`config.mk`:
```
export PLATFORM = sky130hd
export DESIGN_NAME = tgi_ctrl
export DESIGN_NICKNAME = d
export VERILOG_FILES = /design/src/hdl/tgi_pkg.sv /design/src/hdl/tgi_ctrl.sv
export SDC_FILE = /design/constraint.sdc
export NUM_CORES = 1
export LEC_CHECK = 0
export BUFFER_PORTS_ARGS = -buffer_cell sky130_fd_sc_hd__clkbuf_2
export CORE_MARGIN = 2
export CORE_UTILIZATION = 44
export CTS_CLUSTER_DIAMETER = 60
export DETAILED_ROUTE_END_ITERATION = 6
export GPL_TIMING_DRIVEN = 0
export PLACE_DENSITY = 0.73
export SLEW_MARGIN = 20
export SYNTH_ARGS = -nofsm -noshare
export SYNTH_HDL_FRONTEND = slang
export SYNTH_SLANG_ARGS = --single-unit
```
`constraint.sdc`:
```
create_clock -name clk -period 1.3 [get_ports clk]
set_input_delay 0.13 -clock clk [delete_from_list [all_inputs] [get_ports clk]]
set_output_delay 0.13 -clock clk [all_outputs]
set_load 0.02 [all_outputs]
```
`src/hdl/tgi_pkg.sv`:
```
// Shared types and constants of the trilinear grid interpolator.
// No dependencies; every other file of the block but tgi_ram imports this package.
package tgi_pkg;

  localparam int GRID_X_DEF    = 16;
  localparam int GRID_Y_DEF    = 16;
  localparam int GRID_Z_DEF    = 16;
  localparam int FRAC_BITS_DEF = 16;

  localparam int DATA_W      = 16;
  localparam int ADDR_W      = 12;
  localparam int STORE_DEPTH = 4096;
  localparam int IDX_W       = 8;
  localparam int COORD_W     = 32;
  localparam int CFG_AW      = 5;
  localparam int NUM_FIELDS  = 3;

  localparam logic CMD_WRITE = 1'b0;
  localparam logic CMD_QUERY = 1'b1;

  localparam logic [2:0] REG_ORIGIN_X = 3'd0;
  localparam logic [2:0] REG_ORIGIN_Y = 3'd1;
  localparam logic [2:0] REG_ORIGIN_Z = 3'd2;
  localparam logic [2:0] REG_SCALE_X  = 3'd3;
  localparam logic [2:0] REG_SCALE_Y  = 3'd4;
  localparam logic [2:0] REG_SCALE_Z  = 3'd5;

  localparam logic [COORD_W-1:0] SCALE_RESET = 32'h0100_0000;

  typedef struct packed {
    logic [2:0][COORD_W-1:0] origin;
    logic [2:0][COORD_W-1:0] scale;
  } tgi_cfg_t;

  // Controller to datapath commands.
  typedef struct packed {
    logic       mem_we;
    logic       ld_query;
    logic       map_mul;
    logic       map_clamp;
    logic [1:0] axis;
    logic [2:0] corner;
    logic       rd_capture;
    logic [2:0] cap_idx;
    logic       lerp_lo;
    logic       lerp_hi;
    logic [2:0] op;
    logic       ld_out;
  } tgi_cmd_t;

endpackage

```
`src/hdl/tgi_ctrl.sv`:
```
// Sequencer of the interpolator: axis mapping, corner reads, blend steps.
// Depends on tgi_pkg; drives the command struct of tgi_dp.
module tgi_ctrl import tgi_pkg::*; (
  input  logic     clk,
  input  logic     rst_n,
  input  logic     in_valid,
  input  logic     in_cmd,
  output logic     in_ready,
  input  logic     out_ready,
  output logic     out_valid,
  output tgi_cmd_t cmd
);
  typedef enum logic [2:0] {
    S_IDLE, S_MAP_MUL, S_MAP_CLAMP, S_READ, S_LERP_LO, S_LERP_HI, S_FINISH
  } state_t;

  state_t     state_r, state_nxt;
  logic [1:0] axis_r, axis_nxt;
  logic [3:0] cnt_r, cnt_nxt;
  logic [2:0] op_r, op_nxt;
  logic       out_valid_r, out_valid_nxt;
  logic       accept;
  logic       slot_free;

  assign in_ready  = (state_r == S_IDLE);
  assign accept    = in_valid && in_ready;
  assign slot_free = !out_valid_r || out_ready;
  assign out_valid = out_valid_r;

  always_comb begin
    cmd            = '0;
    cmd.mem_we     = accept && (in_cmd == CMD_WRITE);
    cmd.ld_query   = accept && (in_cmd == CMD_QUERY);
    cmd.map_mul    = (state_r == S_MAP_MUL);
    cmd.map_clamp  = (state_r == S_MAP_CLAMP);
    cmd.axis       = axis_r;
    cmd.corner     = cnt_r[2:0];
    cmd.rd_capture = (state_r == S_READ) && (cnt_r != 4'd0);
    cmd.cap_idx    = 3'(cnt_r - 4'd1);
    cmd.lerp_lo    = (state_r == S_LERP_LO);
    cmd.lerp_hi    = (state_r == S_LERP_HI);
    cmd.op         = op_r;
    cmd.ld_out     = (state_r == S_FINISH) && slot_free;
  end

  always_comb begin
    state_nxt = state_r;
    axis_nxt  = axis_r;
    cnt_nxt   = cnt_r;
    op_nxt    = op_r;
    case (state_r)
      S_IDLE: begin
        if (cmd.ld_query) begin
          state_nxt = S_MAP_MUL;
          axis_nxt  = 2'd0;
        end
      end
      S_MAP_MUL: state_nxt = S_MAP_CLAMP;
      S_MAP_CLAMP: begin
        if (axis_r == 2'd2) begin
          state_nxt = S_READ;
          cnt_nxt   = 4'd0;
        end else begin
          state_nxt = S_MAP_MUL;
          axis_nxt  = axis_r + 2'd1;
        end
      end
      S_READ: begin
        if (cnt_r == 4'd8) begin
          state_nxt = S_LERP_LO;
          op_nxt    = 3'd0;
        end else begin
          cnt_nxt = cnt_r + 4'd1;
        end
      end
      S_LERP_LO: state_nxt = S_LERP_HI;
      S_LERP_HI: begin
        if (op_r == 3'd6) begin
          state_nxt = S_FINISH;
        end else begin
          state_nxt = S_LERP_LO;
          op_nxt    = op_r + 3'd1;
        end
      end
      S_FINISH: begin
        if (slot_free) begin
          state_nxt = S_IDLE;
        end
      end
      default: state_nxt = S_IDLE;
    endcase
  end

  always_comb begin
    out_valid_nxt = out_valid_r;
    if (cmd.ld_out) begin
      out_valid_nxt = 1'b1;
    end else if (out_ready) begin
      out_valid_nxt = 1'b0;
    end
  end

  always_ff @(posedge clk) begin
    if (!rst_n) begin
      state_r     <= S_IDLE;
      axis_r      <= 2'd0;
      cnt_r       <= 4'd0;
      op_r        <= 3'd0;
      out_valid_r <= 1'b0;
    end else begin
      state_r     <= state_nxt;
      axis_r      <= axis_nxt;
      cnt_r       <= cnt_nxt;
      op_r        <= op_nxt;
      out_valid_r <= out_valid_nxt;
    end
  end

  a_query_starts_map: assert property (@(posedge clk) disable iff (!rst_n)
    cmd.ld_query |=> state_r == S_MAP_MUL)
    else $error("query accept did not start axis mapping");

  a_load_needs_slot: assert property (@(posedge clk) disable iff (!rst_n)
    cmd.ld_out |-> (!out_valid_r || out_ready))
    else $error("result overwrote an item not yet taken");

  a_last_op_finishes: assert property (@(posedge clk) disable iff (!rst_n)
    (state_r == S_LERP_HI && op_r == 3'd6) |=> state_r == S_FINISH)
    else $error("blend sequence did not end after the last step");

  a_valid_from_finish: assert property (@(posedge clk) disable iff (!rst_n)
    $rose(out_valid_r) |-> $past(state_r == S_FINISH))
    else $error("result raised outside the finish step");

  a_read_count_bound: assert property (@(posedge clk) disable iff (!rst_n)
    state_r == S_READ |-> cnt_r <= 4'd8)
    else $error("corner read counter ran past its end");
endmodule

```
After elaboration in Yosys (flattened, before gate mapping) --
Cells that the tools add are included.
Word-level totals: input bits 5, word-level logic and storage cells 60, output and inout bits 21, register bits after elaboration 13
Operators by class: reduce and logical (&&, ||, !) cells 17, muxes and demuxes 17, add/sub/neg operators 4, equality and inequality tests 16, bitwise gates (word level) 1
Operators with widths (count):
- case mux 3 bit (7 select lines) | 1
- two-way mux 3 bit | 5
- == test 3 bit, second input constant | 4
- AND reduction 3 bit | 4
- two-way mux 2 bit | 4
- two-way mux 4 bit | 2
- != test 2 bit, second input constant | 4
- case mux 4 bit (2 select lines) | 1
- nonzero test 2 bit | 4
- == test 3 x 2 -> 1 bit, second input constant | 2
- != test 2 x 1 -> 1 bit, second input constant | 3
- case mux 3 bit (2 select lines) | 1
- logical AND 1 bit | 5
- adder 4 x 1 -> 4 bit, second input constant | 1
- == test 4 bit, second input constant | 1
- case mux 2 bit (2 select lines) | 1
- nonzero test 4 bit | 1
- adder 3 x 1 -> 3 bit, second input constant | 1
- == test 3 x 1 -> 1 bit, second input constant | 1
- zero test 3 bit | 1
- subtractor 3 x 1 -> 3 bit, second input constant | 1
- adder 2 x 1 -> 2 bit, second input constant | 1
- == test 2 bit, second input constant | 1
- two-way mux 1 bit | 2
- other kinds (3) | 3

Longest topological paths before layout --
depth in word-level cells 5, depth in mapped cells 5, depth with buffers taken out 5

Worst setup path before layout --
Ideal clock, no wire load.
path kind reg2out, start reg state_r[1], end out cmd[18] (netlist name), stages on the path, launching flop included 4, required time 1170 ps, arrival 1440 ps, slack -270 ps, path buffers 1, path through dfxtp_1 -> buf_4 -> nor3_1 -> and3b_1
RTL lines:
- start: declaration | line tgi_ctrl.sv:17 | state_t state_r, state_nxt;
- start signal: assignment | line tgi_ctrl.sv:111 | state_r <= state_nxt;
- end: declaration | line tgi_ctrl.sv:11 | output tgi_cmd_t cmd

==> results.toml <==
[sta]
min_period_ns = 1.41
min_period_over_period_pct = 109
whs_ns = 0.211
slew_headroom_pct = 72.1
tightest_slew_ns = 0.419
finalWorstSetupSlack_ns = -0.113
max_freq_ghz = 0.708
finalHoldViolCount = 0
drv_slew = 0
fin_skew_ns = 0.00156
rsz0062_at_grt = "yes"
setup_viol = 11
setup_tns_ns = -0.710

[synthesis]
synthFlopType = "dfxtp_1"
synthArstFlopShare_pct = 0
synth_seq_cells = 13
ys_warn_count = 0
yosys.area.top_type_share_pct = 30.6
synth_edf_count = 0
syn_inst = 102
synth_top_area_cell = "dfxtp_1"
synth_cell_types = 33
synth_area_leaders = "dfxtp_1 31%, ha_1 7.4%, buf_4 5.3%"
synthesis.area_um2 = 850
synth-seq-area-share_pct = 30.6
syn_avg_cell_area_um2 = 8.33
synth_fp_nets = 112

[final_layout]
multi_input_area_um2 = 554
drive_gt1_share_pct = 47.9
seq_area_um2 = 278
final_cells = 171
syn_to_final_growth_pct = 55.5
num_antenna_cells = 0
fill_cells = 134
nNetsFinal = 157

[clock_tree]
path_clk_slew_ns = 0.08
clockBufferDepth = 2
cts_max_level = 1
cts_tree = "yes"
clock_latency_ns = 0.28
clock-root-buffer = "clkbuf_4"
cts_made_buffers = 3
cts.sinks = 13

[floorplan]
chipWidth_um = 47.9
num_rows = 15
design.core.area_um2 = 1760
dieArea_um2 = 2300
io_pins = 26
start_util_pct = 48.2
die_y_um = 47.9

[power]
power_uw = 804
power.switching_uw = 215
power_leakage_uw = 0.000619
max-vdd-ir-drop_v = 0.000568
swShare_pct = 26.7
power_density_nw_per_um2 = 609
comb_power_share_pct = 17.9
intPower_uw = 589
clock_power_share_pct = 32.2
p_seq_share_pct = 49.9

[worst_setup_path]
crit_fanout = 10
path_cells = "buf_8 > nor3_4 > and3_1 > clkbuf_8"
crit_type = "reg -> out"
cp_top_family = "simple AND/OR/NAND/NOR gates"
crit_path_end_kind = "primary output"
cp.required_ns = 1.17
arrival_ns = 1.28
max_stage_delay_ns = 0.35
cp_num_buf_inv = 2
start_kind = "flop"
cp_slowest_cell = "dfxtp_2"

[grt]
grt_first_pass_wirelength_mm = 3.49
grt_pass1_vias = 802
grt-ovfl-total = 0
grt.total_usage_pct = 22.1
grt_max_degree = 11
antenna_found_initial = 0

[route]
drtAntennaViolNets = 0
drc = 0
viasPerCell = 5.39
first_pass_iters = 4
first_iter_violations = 38
drt_wl_total_mm = 2.37
vias = 921
avgRoutedWirePerCell_um = 13.9

[min_path]
hold_class = "in -> reg"

[placed_design]
hpwl_mm = 1.42
numPortBuffers = 25
place_inst = 152
gp_congestion = 0.709

[outcome]
failed_checks = "negative setup slack"
status = "finished, violations left"

[flow_run]
max_cap_violations = 0
## state kept, by name (all words and copies together), names as in the netlist
| name | cells |
|---|---|
| state_r | 3 |
| axis_r | 2 |
| cnt_r | 4 |
| op_r | 3 |
| out_valid | 1 |
## final timing paths
path,startpoint,to,slack (ns),depth (start not counted)
worst min-delay path,out_ready,out_valid,0.21,3
worst min register to register,axis_r[0],axis_r[0],0.49,2
worst max-delay path,state_r[0],cmd[17],-0.11,4
worst max register to register,cnt_r[0],cnt_r[2],-0.07,5
## power by group through the flow
stage	sequential, uW	clock, uW	combinational, uW
6_report	401	259	144
3_5_place_dp	414	0	105
4_1_cts	400	259	139
2_1_floorplan	413	0	74.0
5_1_grt	402	272	153
3_3_place_gp	414	0	102
## synthesized netlist by cell type, types with 2 or more instances
master and count:
dfxtp_1 13, inv_1 9, nand2_1 9, a21oi_1 8, buf_4 6, ha_1 5
nand3b_1 5, nand3_1 4, nor3b_1 4, o21ai_0 4, and3b_1 3, mux2i_1 3
nand2b_1 3, nor2_1 3, a211o_1 2, a22o_1 2, clkbuf_1 2, o22ai_1 2
## tightest hold or removal path, delay by kind of cell
kind                   cells  cell delay (ns)
AND/OR/NAND/NOR            1             0.15
AO/OA/AOI/OAI              1             0.07
buffers and inverters      1             0.10
## layout make-up
type | instances | share of cell area [%]
multi-input cells | 71 | 42.0
repair buffers | 42 | 24.9
flip-flops and latches | 13 | 21.0
plain buffers | 7 | 4.83
inverters | 9 | 2.94
well taps | 25 | 2.37
clock buffers | 4 | 1.99
## timing repair
item / CTS / global route
hold buffers: 0 / 0
setup buffers: 16 / 1
gates resized for setup: 24 / 19
pin swaps: 8 / 3
endpoints found under the setup margin: 18 / 19
## layout by cell type (no fill, tap or decap), drive strengths merged
cell type  count
buf           30
clkbuf        23
dfxtp         13
nand2          9
inv            9
a21oi          8
nand3b         6
ha             5
nor3b          5
o21ai          4
nand3          4
nand2b         3
nor2           3
mux2i          3
and3b          3
a22o           2
o22ai          2
a211o          2
nor2b          1
xor2           1
nor3           1
and3           1
o32ai          1
a21o           1
a22oi          1
o31a           1
or4            1
or3            1
o21a           1
a211oi         1
## per-stage QoR
step / setup WS, ns / cell area (um^2) / util (%)
finish: -0.113 / 1320 / 74.9
CTS: -0.122 / 1280 / 72.6
floorplan: -0.0146 / 893 / -
detailed placement: -0.110 / 1050 / 59.5
global placement: -0.125 / 1050 / 59.5
global route: -0.154 / 1320 / 74.9
## per-layer routing
| layer | wire length (um) | vias to the layer above | track usage, % |
|---|---|---|---|
| li1 | - | 443 | - |
| met3 | 161 | 9 | 2.64 |
| met2 | 1230 | 46 | 36.0 |
| met1 | 910 | 423 | 29.0 |
| met5 | 0 | - | 0 |
| met4 | 70 | 0 | 10.3 |
## logic make-up after synthesis
| logic type | share of synthesized area, % |
|---|---|
| AO/OA/AOI/OAI | 18.3 |
| flip-flops | 30.6 |
| buffers and inverters | 10.8 |
| multiplexers | 3.53 |
| adder cells (fa/ha/maj) | 7.36 |
| XOR/XNOR | 1.03 |
| AND/OR/NAND/NOR | 28.4 |
(Power assumes the default switching activity.)
